--- config.mk ---
export PLATFORM = sky130hd
export DESIGN_NAME = gregorian_date_arithmetic_flat
export DESIGN_NICKNAME = d
export VERILOG_FILES = /design/src/hw/rtl/gda_pkg.sv /design/src/hw/rtl/gda_if.sv /design/src/hw/rtl/gda_ctrl.sv /design/src/hw/rtl/gda_dp.sv /design/src/hw/rtl/gregorian_date_arithmetic.sv /design/src/flat_wrapper.sv
export SDC_FILE = /design/constraint.sdc
export NUM_CORES = 1
export LEC_CHECK = 0
export CAP_MARGIN = 10
export CORE_AREA = 10 10 165 167
export CTS_BUF_LIST = sky130_fd_sc_hd__clkbuf_8
export DETAILED_ROUTE_END_ITERATION = 10
export DIE_AREA = 0 0 175 177
export DONT_BUFFER_PORTS = 1
export GPL_TIMING_DRIVEN = 0
export PLACE_DENSITY = 0.77
export RECOVER_POWER = 25
export SLEW_MARGIN = 20
export SYNTH_ARGS = -nofsm -noshare
export SYNTH_HDL_FRONTEND = slang
export SYNTH_SLANG_ARGS = --single-unit
--- constraint.sdc ---
create_clock -name clk -period 19.15 [get_ports clk]
set_clock_uncertainty 0.2 [all_clocks]
set_input_delay 4.7875 -clock clk [delete_from_list [all_inputs] [get_ports clk]]
set_output_delay 4.7875 -clock clk [all_outputs]
set_load 0.02 [all_outputs]
--- src/hw/rtl/gda_pkg.sv ---
// Shared types, constants and calendar helpers for the Gregorian date unit.
// No dependencies; every other source file uses this package.
package gda_pkg;

    // Design sizing
    localparam int YEAR_BITS  = 16;   // working year range 0 .. 2^YEAR_BITS-1 (12..32)
    localparam int COUNT_BITS = 16;   // used low bits of day_count (8..24)

    // Fixed field widths of the channels
    localparam int KIND_BITS   = 3;
    localparam int DAY_BITS    = 5;
    localparam int MONTH_BITS  = 4;
    localparam int FYEAR_BITS  = 16;
    localparam int FCOUNT_BITS = 16;
    localparam int STATUS_BITS = 2;

    // Day count bits that can actually reach the datapath
    localparam int CNT_USE_BITS = (COUNT_BITS < FCOUNT_BITS) ? COUNT_BITS : FCOUNT_BITS;
    // Signed working day: 31 + max count, or 1 - max count
    localparam int WDAY_BITS = CNT_USE_BITS + 2;

    localparam logic [YEAR_BITS-1:0] YEAR_MAX      = '1;
    localparam logic [YEAR_BITS-1:0] EPOCH_YEAR    = YEAR_BITS'(1970);
    localparam logic [YEAR_BITS-1:0] FALLBACK_YEAR = YEAR_BITS'(2000);

    localparam logic [MONTH_BITS-1:0] MONTH_JAN = MONTH_BITS'(1);
    localparam logic [MONTH_BITS-1:0] MONTH_FEB = MONTH_BITS'(2);
    localparam logic [MONTH_BITS-1:0] MONTH_DEC = MONTH_BITS'(12);
    localparam logic [DAY_BITS-1:0]   DAY_FIRST = DAY_BITS'(1);
    localparam logic [DAY_BITS-1:0]   DEC_LEN   = DAY_BITS'(31);

    // x divisible by 25 <=> x * inv(25) mod 2^32 <= (2^32-1)/25
    localparam logic [31:0] INV25       = 32'hC28F_5C29;
    localparam logic [31:0] DIV25_LIMIT = 32'h0A3D_70A3;

    typedef enum logic [KIND_BITS-1:0] {
        KIND_LOAD = 3'd0,
        KIND_NEXT = 3'd1,
        KIND_PREV = 3'd2,
        KIND_ADD  = 3'd3,
        KIND_SUB  = 3'd4
    } kind_t;

    typedef enum logic [STATUS_BITS-1:0] {
        ST_OK       = 2'd0,
        ST_BAD_LOAD = 2'd1,
        ST_RANGE    = 2'd2
    } status_t;

    typedef enum logic [1:0] {
        S_IDLE,
        S_LEAP,
        S_STEP,
        S_DONE
    } state_t;

    typedef struct packed {
        logic [KIND_BITS-1:0]   kind;
        logic [DAY_BITS-1:0]    load_day;
        logic [MONTH_BITS-1:0]  load_month;
        logic [FYEAR_BITS-1:0]  load_year;
        logic [FCOUNT_BITS-1:0] day_count;
    } item_t;

    typedef struct packed {
        logic [DAY_BITS-1:0]    cur_day;
        logic [MONTH_BITS-1:0]  cur_month;
        logic [FYEAR_BITS-1:0]  cur_year;
        logic [STATUS_BITS-1:0] status;
    } result_t;

    // controller -> datapath
    typedef struct packed {
        logic start;    // capture accepted beat
        logic leap;     // refresh leap flag of working year
        logic step;     // one month step / check
        logic finish;   // commit and load result register
    } cmd_t;

    // datapath -> controller
    typedef struct packed {
        logic done;        // step finishes the item
        logic year_moved;  // step changed the working year
    } stat_t;

    function automatic logic is_leap(input logic [YEAR_BITS-1:0] y);
        logic [31:0] prod;
        logic        div25;
        begin
            prod  = 32'(y) * INV25;
            div25 = (prod <= DIV25_LIMIT);
            return (y[1:0] == 2'b00) && (!div25 || (y[3:0] == 4'b0000));
        end
    endfunction

    function automatic logic [DAY_BITS-1:0] month_len(input logic [MONTH_BITS-1:0] m,
                                                      input logic                  leap);
        logic [DAY_BITS-1:0] len;
        begin
            case (m)
                MONTH_BITS'(2):  len = leap ? DAY_BITS'(29) : DAY_BITS'(28);
                MONTH_BITS'(4),
                MONTH_BITS'(6),
                MONTH_BITS'(9),
                MONTH_BITS'(11): len = DAY_BITS'(30);
                default:         len = DAY_BITS'(31);
            endcase
            return len;
        end
    endfunction

endpackage

--- src/hw/rtl/gda_if.sv ---
// Valid/ready channel interfaces for the date unit: item in, result out.
// Depends on gda_pkg for the payload types.
interface gda_item_if;
    logic            valid;
    logic            ready;
    gda_pkg::item_t  data;

    modport source (output valid, output data, input ready);
    modport sink   (input valid, input data, output ready);
endinterface

interface gda_result_if;
    logic             valid;
    logic             ready;
    gda_pkg::result_t data;

    modport source (output valid, output data, input ready);
    modport sink   (input valid, input data, output ready);
endinterface

--- src/hw/rtl/gda_ctrl.sv ---
// Sequencer for the date unit: accepts a beat, drives leap/step cycles, hands off result.
// Depends on gda_pkg.
module gda_ctrl (
    input  logic           clk,
    input  logic           rst_n,
    input  logic           in_valid,
    output logic           in_ready,
    output logic           out_valid,
    input  logic           out_ready,
    input  gda_pkg::stat_t stat,
    output gda_pkg::cmd_t  cmd
);
    import gda_pkg::*;

    state_t state_reg, state_next;
    logic   out_valid_reg, out_valid_next;

    always_ff @(posedge clk or negedge rst_n)
    begin
        if (!rst_n)
        begin
            state_reg     <= S_IDLE;
            out_valid_reg <= 1'b0;
        end
        else
        begin
            state_reg     <= state_next;
            out_valid_reg <= out_valid_next;
        end
    end

    always_comb
    begin
        state_next     = state_reg;
        cmd            = '0;
        in_ready       = 1'b0;
        out_valid_next = out_valid_reg && !out_ready;
        case (state_reg)
            S_IDLE:
            begin
                in_ready = 1'b1;
                if (in_valid)
                begin
                    cmd.start  = 1'b1;
                    state_next = S_LEAP;
                end
            end
            S_LEAP:
            begin
                cmd.leap   = 1'b1;
                state_next = S_STEP;
            end
            S_STEP:
            begin
                cmd.step = 1'b1;
                if (stat.done)
                    state_next = S_DONE;
                else if (stat.year_moved)
                    state_next = S_LEAP;
            end
            S_DONE:
            begin
                // result slot free or being emptied this cycle
                if (!out_valid_reg || out_ready)
                begin
                    cmd.finish     = 1'b1;
                    out_valid_next = 1'b1;
                    state_next     = S_IDLE;
                end
            end
            default:
                state_next = S_IDLE;
        endcase
    end

    assign out_valid = out_valid_reg;

endmodule

--- src/hw/rtl/gda_dp.sv ---
// Datapath of the date unit: current date, working date, month stepper, result register.
// Depends on gda_pkg.
module gda_dp (
    input  logic             clk,
    input  logic             rst_n,
    input  gda_pkg::item_t   item,
    input  gda_pkg::cmd_t    cmd,
    output gda_pkg::stat_t   stat,
    output gda_pkg::result_t result
);
    import gda_pkg::*;

    // current date
    logic [DAY_BITS-1:0]   day_reg;
    logic [MONTH_BITS-1:0] month_reg;
    logic [YEAR_BITS-1:0]  year_reg;

    // working copy
    logic signed [WDAY_BITS-1:0] wd_reg, wd_next;
    logic [MONTH_BITS-1:0]       wm_reg, wm_next;
    logic [YEAR_BITS-1:0]        wy_reg, wy_next;
    logic                        leap_reg;
    logic [KIND_BITS-1:0]        kind_reg;
    logic [DAY_BITS-1:0]         ld_reg;
    logic                        ly_fits_reg;
    logic                        commit_reg, commit_next;
    status_t                     status_reg, status_next;
    result_t                     out_reg;

    logic [CNT_USE_BITS-1:0]     delta;
    logic signed [WDAY_BITS-1:0] day_ext;
    logic signed [WDAY_BITS-1:0] len_s;
    logic signed [WDAY_BITS-1:0] prev_len_s;
    logic [MONTH_BITS-1:0]       prev_m;
    logic                        load_ok;

    assign delta = ((item.kind == KIND_NEXT) || (item.kind == KIND_PREV))
                   ? CNT_USE_BITS'(1) : item.day_count[CNT_USE_BITS-1:0];
    assign day_ext    = $signed(WDAY_BITS'(day_reg));
    assign len_s      = $signed(WDAY_BITS'(month_len(wm_reg, leap_reg)));
    assign prev_m     = wm_reg - MONTH_BITS'(1);
    assign prev_len_s = $signed(WDAY_BITS'(month_len(prev_m, leap_reg)));
    assign load_ok    = (wm_reg >= MONTH_JAN) && (wm_reg <= MONTH_DEC) &&
                        (ld_reg != '0) && ly_fits_reg &&
                        (WDAY_BITS'(ld_reg) <= WDAY_BITS'(len_s));

    // one step of the month walk
    always_comb
    begin
        wd_next          = wd_reg;
        wm_next          = wm_reg;
        wy_next          = wy_reg;
        commit_next      = 1'b0;
        status_next      = ST_OK;
        stat.done        = 1'b0;
        stat.year_moved  = 1'b0;
        case (kind_reg)
            KIND_LOAD:
            begin
                stat.done   = 1'b1;
                commit_next = 1'b1;
                if (load_ok)
                    wd_next = $signed(WDAY_BITS'(ld_reg));
                else
                begin
                    wd_next     = $signed(WDAY_BITS'(DAY_FIRST));
                    wm_next     = MONTH_JAN;
                    wy_next     = FALLBACK_YEAR;
                    status_next = ST_BAD_LOAD;
                end
            end
            KIND_NEXT, KIND_ADD:
            begin
                if (wd_reg > len_s)
                begin
                    wd_next = wd_reg - len_s;
                    if (wm_reg == MONTH_DEC)
                    begin
                        if (wy_reg == YEAR_MAX)
                        begin
                            wd_next     = wd_reg;
                            stat.done   = 1'b1;
                            status_next = ST_RANGE;
                        end
                        else
                        begin
                            wm_next         = MONTH_JAN;
                            wy_next         = wy_reg + YEAR_BITS'(1);
                            stat.year_moved = 1'b1;
                        end
                    end
                    else
                        wm_next = wm_reg + MONTH_BITS'(1);
                end
                else
                begin
                    stat.done   = 1'b1;
                    commit_next = 1'b1;
                end
            end
            KIND_PREV, KIND_SUB:
            begin
                if (wd_reg < $signed(WDAY_BITS'(1)))
                begin
                    if (wm_reg == MONTH_JAN)
                    begin
                        if (wy_reg == '0)
                        begin
                            stat.done   = 1'b1;
                            status_next = ST_RANGE;
                        end
                        else
                        begin
                            // December has 31 days in any year
                            wm_next         = MONTH_DEC;
                            wy_next         = wy_reg - YEAR_BITS'(1);
                            wd_next         = wd_reg + $signed(WDAY_BITS'(DEC_LEN));
                            stat.year_moved = 1'b1;
                        end
                    end
                    else
                    begin
                        wm_next = prev_m;
                        wd_next = wd_reg + prev_len_s;
                    end
                end
                else
                begin
                    stat.done   = 1'b1;
                    commit_next = 1'b1;
                end
            end
            default:
                stat.done = 1'b1;   // unused kinds: report date as is
        endcase
    end

    always_ff @(posedge clk or negedge rst_n)
    begin
        if (!rst_n)
        begin
            day_reg   <= DAY_FIRST;
            month_reg <= MONTH_JAN;
            year_reg  <= EPOCH_YEAR;
        end
        else if (cmd.finish && commit_reg)
        begin
            day_reg   <= wd_reg[DAY_BITS-1:0];
            month_reg <= wm_reg;
            year_reg  <= wy_reg;
        end
    end

    always_ff @(posedge clk)
    begin
        if (cmd.start)
        begin
            kind_reg    <= item.kind;
            ld_reg      <= item.load_day;
            ly_fits_reg <= (33'(item.load_year) <= 33'(YEAR_MAX));
            if (item.kind == KIND_LOAD)
            begin
                wd_reg <= day_ext;
                wm_reg <= item.load_month;
                wy_reg <= YEAR_BITS'(item.load_year);
            end
            else
            begin
                if ((item.kind == KIND_PREV) || (item.kind == KIND_SUB))
                    wd_reg <= day_ext - $signed(WDAY_BITS'(delta));
                else
                    wd_reg <= day_ext + $signed(WDAY_BITS'(delta));
                wm_reg <= month_reg;
                wy_reg <= year_reg;
            end
        end
        if (cmd.leap)
            leap_reg <= is_leap(wy_reg);
        if (cmd.step)
        begin
            wd_reg     <= wd_next;
            wm_reg     <= wm_next;
            wy_reg     <= wy_next;
            commit_reg <= commit_next;
            status_reg <= status_next;
        end
        if (cmd.finish)
        begin
            if (commit_reg)
            begin
                out_reg.cur_day   <= wd_reg[DAY_BITS-1:0];
                out_reg.cur_month <= wm_reg;
                out_reg.cur_year  <= FYEAR_BITS'(wy_reg);
            end
            else
            begin
                out_reg.cur_day   <= day_reg;
                out_reg.cur_month <= month_reg;
                out_reg.cur_year  <= FYEAR_BITS'(year_reg);
            end
            out_reg.status <= status_reg;
        end
    end

    assign result = out_reg;

endmodule

--- src/hw/rtl/gregorian_date_arithmetic.sv ---
// Gregorian date unit: one held date, load / next / previous / add / subtract per beat.
// Each beat goes IDLE, LEAP, STEP, DONE. Next/previous day and add/subtract walk the date
// one month per cycle in STEP, going back through LEAP for a leap refresh on each year
// crossed. One item in flight; the next beat is taken once the sequencer is back in IDLE,
// which it enters as the result register loads.
// Reset (async, active low) sets the date to 1970-01-01 and empties the result register.
module gregorian_date_arithmetic (
    input  logic         clk,
    input  logic         rst_n,
    gda_item_if.sink     item,
    gda_result_if.source result
);
    import gda_pkg::*;

    // Command and status between sequencer and datapath
    cmd_t    cmd;
    stat_t   stat;
    result_t dp_result;

    // Sequencer: IDLE takes a beat, LEAP computes the working year's leap flag,
    // STEP walks one month per cycle (back to LEAP on a year crossing),
    // DONE waits for the result register to be free, then commits.
    gda_ctrl u_ctrl (
        .clk       (clk),
        .rst_n     (rst_n),
        .in_valid  (item.valid),
        .in_ready  (item.ready),
        .out_valid (result.valid),
        .out_ready (result.ready),
        .stat      (stat),
        .cmd       (cmd)
    );

    // Datapath: holds current date, working date, and the result register.
    // The result register lets the next beat enter while a result still waits.
    gda_dp u_dp (
        .clk    (clk),
        .rst_n  (rst_n),
        .item   (item.data),
        .cmd    (cmd),
        .stat   (stat),
        .result (dp_result)
    );

    assign result.data = dp_result;

endmodule

--- src/flat_wrapper.sv ---
// flat-port wrapper written by rule: the top's interface ports become plain ports
module gregorian_date_arithmetic_flat import gda_pkg::*;
  (clk, rst_n, item_valid, item_data, item_ready, result_valid, result_data, result_ready);
  gda_item_if item_i ();
  gda_result_if result_i ();
  input  logic clk;
  input  logic rst_n;
  input wire logic [$bits(item_i.valid)-1:0] item_valid;
  input wire logic [$bits(item_i.data)-1:0] item_data;
  output wire logic [$bits(item_i.ready)-1:0] item_ready;
  output wire logic [$bits(result_i.valid)-1:0] result_valid;
  output wire logic [$bits(result_i.data)-1:0] result_data;
  input wire logic [$bits(result_i.ready)-1:0] result_ready;
  assign item_i.valid = item_valid;
  assign item_i.data = item_data;
  assign item_ready = item_i.ready;
  assign result_valid = result_i.valid;
  assign result_data = result_i.data;
  assign result_i.ready = result_ready;
  gregorian_date_arithmetic u_core (.clk(clk), .rst_n(rst_n), .item(item_i), .result(result_i));
endmodule
==> flow_metrics.py, run 1 <==
metrics = {
    "status": {
        "status": "complete, no violations",
    },
    "critical_path": {
        "cp.arrival_ps": 8340,
        "critical_path.max_fanout": 10,
        "worstSetupPathType": "input port to register",
        "crit_path_start_kind": "input port",
        "rrSetupSlack_ps": 12350,
        "cpMaxStageDelayCell": "buf_1",
        "worstPathCellList": "xor2_1 > nand2b_1 > clkbuf_1 > buf_1 > nand2_1 > ha_1 > nand2b_1 > a21oi_1 > o21ai_0 > a21oi_1 > o211a_1 > nand4_1 > o21ai_0 > a22oi_1 > mux2i_1 > a311o_1",
        "cp-end-kind": "register",
        "worstPathRequired_ps": 19100,
        "crit_start": "item_data[41]",
        "cp_slowest_stage_delay_ps": 440,
        "r2r-start": "u_core.u_dp.wy_reg[5]",
        "reg2reg_depth": 21,
        "timing.rr.end": "u_core.u_dp.leap_reg",
    },
    "floorplanning": {
        "die_h_um": 177,
        "core_region_area_mm2": 0.02396,
        "rows": 57,
        "initial_utilization": 0.5442,
        "num_io_pins": 77,
        "die-area_mm2": 0.03098,
        "die_x_um": 175,
    },
    "detailed_routing": {
        "drtIter0Drc": 1065,
        "firstDrtPassIters": 6,
        "routed_via_density": 6.082,
        "ant_nets": 0,
        "totalWireLength_um": 34690,
        "wl_per_cell_um": 20.12,
        "drc_errors": 0,
        "vias": 10490,
    },
    "sta": {
        "finalSetupViolCount": 0,
        "drv_slew": 0,
        "setup_tns_ps": 0,
        "fin_crit_sh": 0.4382,
        "holdWs_ps": 232.9,
        "tightestPinTransition_ps": 949.8,
        "slew_headroom": 0.3668,
        "hold_viol_final": 0,
        "min_period_ps": 8392,
        "rsz0062_at_grt": "no",
        "max_clock_freq_mhz": 119.2,
    },
    "yosys": {
        "ys_types": 89,
        "synth_edf_count": 77,
        "synth_commonest_cells": "226 x inv_1, 171 x ha_1, 128 x nand2_1, 112 x fa_1, 77 x edfxtp_1",
        "synth_top_cell_by_area": "edfxtp_1",
        "synth_top_area_share": 0.1773,
        "syn_area_mm2": 0.01304,
        "yosysMostFrequentCell": "inv_1",
        "ys_ff_latch": 105,
        "ys_seq_area_frac": 0.2319,
        "async_reset_ff_frac": 0.2667,
        "syn_inst": 1378,
        "avgSynthCellArea_um2": 9.464,
        "yosysWarnings": 0,
        "synth_nets": 1709,
        "ys.flop_type": "edfxtp_1",
        "ys_top_cells_by_area": "edfxtp_1 18%, fa_1 17%, ha_1 16%",
    },
    "global_routing": {
        "grt_usage": 0.2204,
        "overflow": 0,
        "grt_max_degree": 29,
        "antenna_found_initial": 2,
        "first_global_vias": 10160,
        "grt_pass1_wl_um": 55010,
    },
    "final_layout": {
        "final_cell_area_mm2": 0.01374,
        "fillCellCount": 2074,
        "finalNetCount": 1725,
        "area_delta_synth_final_pct": 5.334,
        "drive_gt1_frac": 0.06934,
        "largest_register_ffs": 27,
    },
    "cts": {
        "cts_resized": 0,
        "cts_hold_repair.buffers": 0,
        "clkTransAtPathRegs_ps": 110,
        "cts_sinks": 105,
        "clkLatencyLatePin_ps": 390,
        "clock-root-buffer": "clkbuf_8",
        "cts_max_level": 3,
        "clockBufferDepth": 2,
        "cts_setup_buffers": 0,
        "cts_tree": "yes",
        "cts-buffers-inserted": 9,
    },
    "placement": {
        "io_buffers": 0,
        "place.gp.congestion": 0.9374,
        "dp_hpwl_um": 28180,
        "place_area_mm2": 0.01354,
    },
    "worst_hold_path": {
        "hold_path_depth": 0,
        "holdCritStartpoint": "u_core.u_dp.status_reg[0]",
        "min_to": "u_core.u_dp.result[0]",
        "min_path_type": "register to register",
    },
    "run": {
        "max_cap_viol_count": 0,
    },
}
==> critical path, delay by kind of cell <==
kind,cells,cell delay [ps]
AO/OA/AOI/OAI,7,1450
buffers and inverters,2,830
multiplexers,1,170
adder cells (fa/ha/maj),1,320
AND/OR/NAND/NOR,4,640
XOR/XNOR,1,140
==> worst max-delay path by stage <==
stage	end	slack, ps	depth (start not counted)
floorplan	u_core.u_dp.wd_reg[15]	11080	16
CTS	u_core.u_dp.wd_reg[15]	10810	16
finish	u_core.u_dp.wd_reg[15]	10760	16
detailed placement	u_core.u_dp.wd_reg[15]	10390	16
global route	u_core.u_dp.wd_reg[10]	10560	16
global placement	u_core.u_dp.wd_reg[15]	10440	16
==> routing by layer <==
layer / share of wire / global-route usage
met1: 0.43 / 0.2997
met2: 0.45 / 0.3530
met3: 0.094 / 0.04374
met4: 0.023 / 0.05758
met5: 0.00037 / 0
==> cell families (layout without fill, tap and decap cells) <==
group,count (synthesis),after routing,share of synthesized area
and+or+nand+nor,312,312,0.1139
AOI/OAI and AO/OA,303,303,0.1594
adders and majority gates,284,284,0.3368
buffers and inverters,270,291,0.07992
DFF,105,105,0.2319
xor gates and xnor gates,59,59,0.03962
muxes,45,45,0.03857
other,0,1,0
==> cell usage in the layout (no fill, tap or decap), types with 19 or more instances in the layout <==
cell / instances
dfrtp_1: 19
fa_1: 112
inv_1: 226
edfxtp_1: 77
o22ai_1: 23
a21oi_1: 58
xor2_1: 22
xnor2_1: 37
nand3_1: 24
nor2_1: 55
nor3_1: 21
mux2_2: 29
ha_1: 171
nand2_1: 128
clkbuf_1: 40
o21ai_0: 70
==> metrics by stage <==
step           setup slack [ps]    util  cells
2_1_floorplan             11080       -   1378
3_3_place_gp              10440  0.5611   1702
3_5_place_dp              10390  0.5650   1707
4_1_cts                   10810  0.5731   1723
5_1_grt                   10560  0.5732   1723
6_report                  10760  0.5733   1724
==> cell type report <==
| class | instances | area [um2] | share of cell area |
|---|---|---|---|
| antenna | 1 | 2.502 | 0.0001822 |
| buffer | 43 | 191.4 | 0.01394 |
| clock buffer | 9 | 123.9 | 0.009017 |
| tap | 324 | 405.4 | 0.02951 |
| clock inverter | 7 | 70.07 | 0.005101 |
| timing repair buffer | 5 | 62.56 | 0.004554 |
| sequential | 105 | 3024 | 0.2201 |
| inverter | 227 | 852.1 | 0.06203 |
| multi-input combinational | 1003 | 9005 | 0.6555 |
Power of run 1 is left out: the tool's default activity adds up to more than one toggle a clock period on the data nets, which glitch-free logic cannot reach.
==> run 2, diff against run 1 <==
Clock period 19.15 ns to 8 ns, I/O delays scaled along.
==> flow_metrics.py, run 2 (synthesized netlist as in run 1, its figures left out) <==
metrics = {
    "status": {
        "status": "complete, no violations",
    },
    "sta": {
        "drv_slew": 0,
        "min_period_ps": 6765,
        "rsz0062_at_grt": "no",
        "setup_tns_ps": 0,
        "finalSetupViolCount": 0,
        "slew_headroom": 0.3805,
        "fin_crit_sh": 0.8456,
        "tightestPinTransition_ps": 929.2,
        "hold_viol_final": 0,
        "max_clock_freq_mhz": 147.8,
    },
    "cts": {
        "clkLatencyLatePin_ps": 390,
        "clkTransAtPathRegs_ps": 120,
        "clockBufferDepth": 2,
        "cts_hold_repair.buffers": 0,
        "cts_max_level": 3,
        "cts-buffers-inserted": 9,
        "cts_tree": "yes",
        "cts_sinks": 105,
        "cts_setup_buffers": 0,
        "clock-root-buffer": "clkbuf_8",
        "cts_resized": 0,
    },
    "critical_path": {
        "cp.arrival_ps": 6700,
        "worstSetupPathType": "register to register",
        "worstPathRequired_ps": 7930,
        "cp-end-kind": "register",
        "crit_path_start_kind": "register",
        "critical_path.max_fanout": 11,
    },
    "floorplanning": {
        "die_h_um": 177,
        "die-area_mm2": 0.03098,
        "num_io_pins": 77,
        "rows": 57,
        "core_region_area_mm2": 0.02396,
        "initial_utilization": 0.5442,
        "die_x_um": 175,
    },
    "final_layout": {
        "final_cell_area_mm2": 0.01374,
        "finalNetCount": 1725,
        "layout.cells.most_common_list": "226 x inv_1, 171 x ha_1, 128 x nand2_1, 112 x fa_1, 77 x edfxtp_1",
        "final_common_cell": "inv_1",
        "area_delta_synth_final_pct": 5.334,
        "drive_gt1_frac": 0.07076,
        "largest_register_ffs": 27,
    },
    "placement": {
        "dp_hpwl_um": 28180,
        "io_buffers": 0,
        "place_area_mm2": 0.01354,
        "place.gp.congestion": 0.9374,
    },
    "global_routing": {
        "grt_max_degree": 29,
        "first_global_vias": 10160,
        "overflow": 0,
        "grt_usage": 0.2204,
        "antenna_found_initial": 2,
        "grt_pass1_wl_um": 55010,
    },
    "detailed_routing": {
        "drc_errors": 0,
        "routed_via_density": 6.060,
        "firstDrtPassIters": 8,
        "ant_nets": 0,
        "totalWireLength_um": 34730,
        "drtIter0Drc": 1077,
        "vias": 10450,
        "wl_per_cell_um": 20.15,
    },
    "run": {
        "max_cap_viol_count": 0,
    },
    "worst_hold_path": {
        "min_path_type": "register to register",
    },
}
==> run 2: cell count changes in the layout (fill, tap and decap cells not counted), sizes merged <==
cell,change
buf,+1
clkbuf,-1
==> run 2: cell type report <==
cell class,instances,area [um2]
sequential,105,3024
antenna,1,2.502
timing repair buffer,5,62.56
clock buffer,9,123.9
inverter,227,852.1
buffer,43,191.4
fill,2074,10230
multi-input combinational,1003,9005
clock inverter,7,70.07
tap,324,405.4
==> run 2: worst max-delay path, cell delays in order, from the launching register on <==
cell and delay [ps]:
edfxtp_1 740, inv_1 260, ha_1 410, inv_1 80
fa_1 510, fa_1 530, inv_1 50, fa_1 470
fa_1 550, inv_1 60, fa_1 530, inv_1 40
ha_1 380, o21a_1 140, o21ai_0 200, inv_1 70
o21ai_0 190, a21oi_2 80, o41ai_4 330, xnor2_1 180
o221ai_1 130, o41a_1 370
==> run 2: layer usage <==
metal	routed length, um	track usage	share of wire	up-vias
li1	-	-	-	4818
met1	14830	0.2997	0.43	5035
met2	15810	0.3530	0.46	531
met3	3306	0.04374	0.095	62
met4	772	0.05758	0.022	2
met5	13	0	0.00037	-
==> run 2: final timing paths <==
| kind | from | end | slack (ps) | depth (start not counted) |
|---|---|---|---|---|
| worst max-delay path | u_core.u_dp.wy_reg[5] | u_core.u_dp.leap_reg | 1240 | 21 |
| worst min-delay path | u_core.u_dp.status_reg[0] | u_core.u_dp.result[0] | 230 | 0 |
| worst max register to register | u_core.u_dp.wy_reg[5] | u_core.u_dp.leap_reg | 1240 | 21 |
| worst min register to register | u_core.u_dp.status_reg[0] | u_core.u_dp.result[0] | 230 | 0 |
| max in group asynchronous | rst_n | u_core.u_dp.year_reg[10] | 6330 | 0 |
| min in group asynchronous | rst_n | u_core.u_dp.year_reg[13] | 1080 | 0 |
==> run 2: stage by stage <==
stage | hold WS, ps | setup slack, ps | instances | utilization
floorplan | 200.3 | 1926 | 1378 | -
global placement | 205.8 | 1311 | 1702 | 0.5611
detailed placement | 208.3 | 1312 | 1707 | 0.5650
CTS | 233.9 | 1256 | 1723 | 0.5731
global route | 237.9 | 920.5 | 1723 | 0.5732
finish | 232.4 | 1235 | 1724 | 0.5733
Power of run 2 is left out for the same reason.
==> run 3, diff against run 2 <==
Settings changed: ABC_AREA from default to 1, CORE_AREA 10 10 165 167 to 10 10 169 171, DIE_AREA 0 0 175 177 to 0 0 179 181, PLACE_DENSITY 0.77 to 0.8.
Clock period 8 ns to 6.2 ns, I/O delays scaled along.
==> flow_metrics.py, run 3 <==
metrics = {
    "status": {
        "status": "complete, no violations",
    },
    "placement": {
        "dp.cells": 2060,
        "place.gp.congestion": 0.9847,
        "io_buffers": 0,
        "dp_hpwl_um": 33560,
    },
    "detailed_routing": {
        "routed_via_density": 5.785,
        "firstDrtPassIters": 6,
        "wl_per_cell_um": 19.64,
        "drc_errors": 0,
        "drtIter0Drc": 1260,
        "top_layer": "met4",
        "wl_met2_um": 19170,
        "ant_nets": 0,
        "vias": 12220,
        "wl_met3_um": 3882,
        "totalWireLength_um": 41470,
        "met1_length_um": 16780,
    },
    "yosys": {
        "synth_edf_count": 77,
        "async_reset_ff_frac": 0.2667,
        "syn_inst": 1727,
        "yosysMostFrequentCell": "inv_1",
        "avgSynthCellArea_um2": 7.948,
        "ys_types": 59,
        "ys.flop_type": "edfxtp_1",
        "synth_commonest_cells": "340 x inv_1, 313 x nand2_1, 171 x ha_1, 122 x nor2_1, 112 x fa_1",
        "synth_top_cell_by_area": "edfxtp_1",
        "yosysWarnings": 0,
        "synth_nets": 2058,
        "synth_top_area_share": 0.1685,
        "ys_top_cells_by_area": "edfxtp_1 17%, fa_1 16%, ha_1 16%",
        "ys_seq_area_frac": 0.2203,
        "ys_ff_latch": 105,
        "syn_area_mm2": 0.01373,
    },
    "cts": {
        "clockBufferDepth": 2,
        "clkTransAtPathRegs_ps": 120,
        "clock-root-buffer": "clkbuf_8",
        "cts_tree": "yes",
        "cts_max_level": 3,
        "cts_hold_repair.buffers": 0,
        "cts_sinks": 105,
        "cts-buffers-inserted": 9,
        "clkLatencyLatePin_ps": 410,
    },
    "critical_path": {
        "worstSetupPathType": "register to register",
        "critical_path.max_fanout": 5,
        "r2r-start": "u_core.u_dp.wy_reg[4]",
        "worstPathRequired_ps": 6260,
        "cp_num_cells": 22,
        "cpMaxStageDelayCell": "fa_2",
        "worstPathCellList": "fa_2 > fa_1 > fa_1 > fa_1 > fa_1 > inv_1 > fa_1 > inv_1 > ha_4 > nand2_1 > inv_1 > nand3_1 > nor3_2 > nand3_1 > nand3_2 > nand2_1 > nand2_1 > a21oi_2 > and2_1 > nor2_2 > nor2_2 > a21oi_2",
        "crit_path_frequent_cell": "fa_1",
        "rrSetupSlack_ps": 190,
        "crit_path_start_kind": "register",
        "cp.arrival_ps": 6070,
        "cp_slowest_stage_delay_ps": 680,
        "crit_start": "u_core.u_dp.wy_reg[4]",
        "cpLargestDelayFamily": "adder cells",
        "endpoint": "u_core.u_dp.leap_reg",
        "timing.rr.end": "u_core.u_dp.leap_reg",
        "cp-end-kind": "register",
        "reg2reg_depth": 22,
        "critPathBufInv": 3,
    },
    "final_layout": {
        "largest_register_ffs": 27,
        "final_common_cell": "inv_1",
        "finalNetCount": 2105,
        "area_delta_synth_final_pct": 8.806,
        "post-route-util": 0.5965,
        "layout.cells.most_common_list": "335 x inv_1, 305 x nand2_1, 161 x ha_1, 116 x nor2_1, 110 x fa_1",
        "finalNonFillerCells": 2112,
        "drive_gt1_frac": 0.1135,
        "fillCellCount": 2187,
    },
    "floorplanning": {
        "initial_utilization": 0.5482,
        "die_h_um": 181,
        "core_region_area_mm2": 0.02504,
        "die-area_mm2": 0.03240,
        "die_x_um": 179,
        "rows": 58,
        "num_io_pins": 77,
    },
    "sta": {
        "tightestPinTransition_ps": 908.4,
        "finalSetupViolCount": 0,
        "slew_headroom": 0.3944,
        "drv_slew": 0,
        "min_period_ps": 6012,
        "hold_viol_final": 0,
        "fin_crit_sh": 0.9697,
        "max_clock_freq_mhz": 166.3,
    },
    "global_routing": {
        "grt_max_degree": 29,
        "grt_pass1_wl_um": 65140,
        "overflow": 0,
        "first_global_vias": 12210,
        "antenna_found_initial": 3,
        "grt_usage": 0.2547,
    },
    "worst_hold_path": {
        "min_path_type": "register to register",
    },
    "run": {
        "max_cap_viol_count": 0,
    },
}
run 3: changes by cell type in the layout (fill, tap and decap cells not counted), sizes merged, moves of 31 or more:
cell	change
a21oi	+34
nand3	+60
buf	+36
inv	+133
o21ai	+31
mux2	-32
nand2	+203
nor2	+86
run 3: how the worst min path moves through the flow:
stage,startpoint,end,cells past startpoint
after floorplan,u_core.u_dp.status_reg[0],u_core.u_dp.result[0],0
after global placement,u_core.u_dp.status_reg[0],u_core.u_dp.result[0],0
after detailed placement,u_core.u_dp.status_reg[1],u_core.u_dp.result[1],0
after CTS,u_core.u_dp.status_reg[1],u_core.u_dp.result[1],0
after global routing,u_core.u_dp.status_reg[1],u_core.u_dp.result[1],0
final,u_core.u_dp.status_reg[1],u_core.u_dp.result[1],0
run 3: cells by family (layout without fill, tap and decap cells):
logic type      after synthesis  in the layout  share of synthesized area
buf+inv                     386            438                     0.1067
flops                       105            105                     0.2203
compound gates              282            282                     0.1217
simple gates                625            625                     0.2026
other cells                   0              3                          0
xor+xnor                     46             46                    0.02935
fa+ha+maj                   283            283                     0.3192
run 3: stage by stage:
stage          worst slack (ps)  setup TNS [ps]  hold slack, ps  area (um2)
4_1_cts                   15.37               0           233.3       14630
3_3_place_gp             -408.3          -408.3           209.1       14140
6_report                  188.0               0           234.6       14930
5_1_grt                  -53.18          -53.18           250.6       14930
2_1_floorplan             613.4               0           200.3       13730
3_5_place_dp             -515.3          -515.3           206.2       14230
run 3: layer usage:
layer,global-route usage,vias to the layer above
met2,0.4100,640
li1,-,5711
met4,0.09196,0
met3,0.04691,112
met5,0,-
met1,0.3333,5755
run 3: area by class of cell:
cell class / count / area [um2] / share of cell area
Antenna cell: 3 / 7.507 / 0.0005027
Clock inverter: 7 / 87.58 / 0.005865
Tap cell: 330 / 412.9 / 0.02765
Sequential cell: 105 / 3024 / 0.2025
Inverter: 360 / 1351 / 0.09048
Timing Repair Buffer: 36 / 301.5 / 0.02019
Multi-Input combinational cell: 1236 / 9510 / 0.6368
Clock buffer: 9 / 123.9 / 0.008294
Buffer: 26 / 115.1 / 0.007708
run 3: repair_timing:
action,CTS,global route
resized for setup,3,62
endpoints found under the setup margin,1,1
pin swaps,0,13
setup buffers,23,10
run 3: worst reg2reg max path: stages (launching register included):
cell and delay (ps):
edfxtp_1 530, fa_2 680, fa_1 450, fa_1 530, fa_1 450, fa_1 560, inv_1 60, fa_1 540
inv_1 70, ha_4 300, nand2_1 60, inv_1 110, nand3_1 130, nor3_2 190, nand3_1 130, nand3_2 150
nand2_1 70, nand2_1 80, a21oi_2 60, and2_1 140, nor2_2 160, nor2_2 80, a21oi_2 130
Power of run 3 is left out for the same reason.
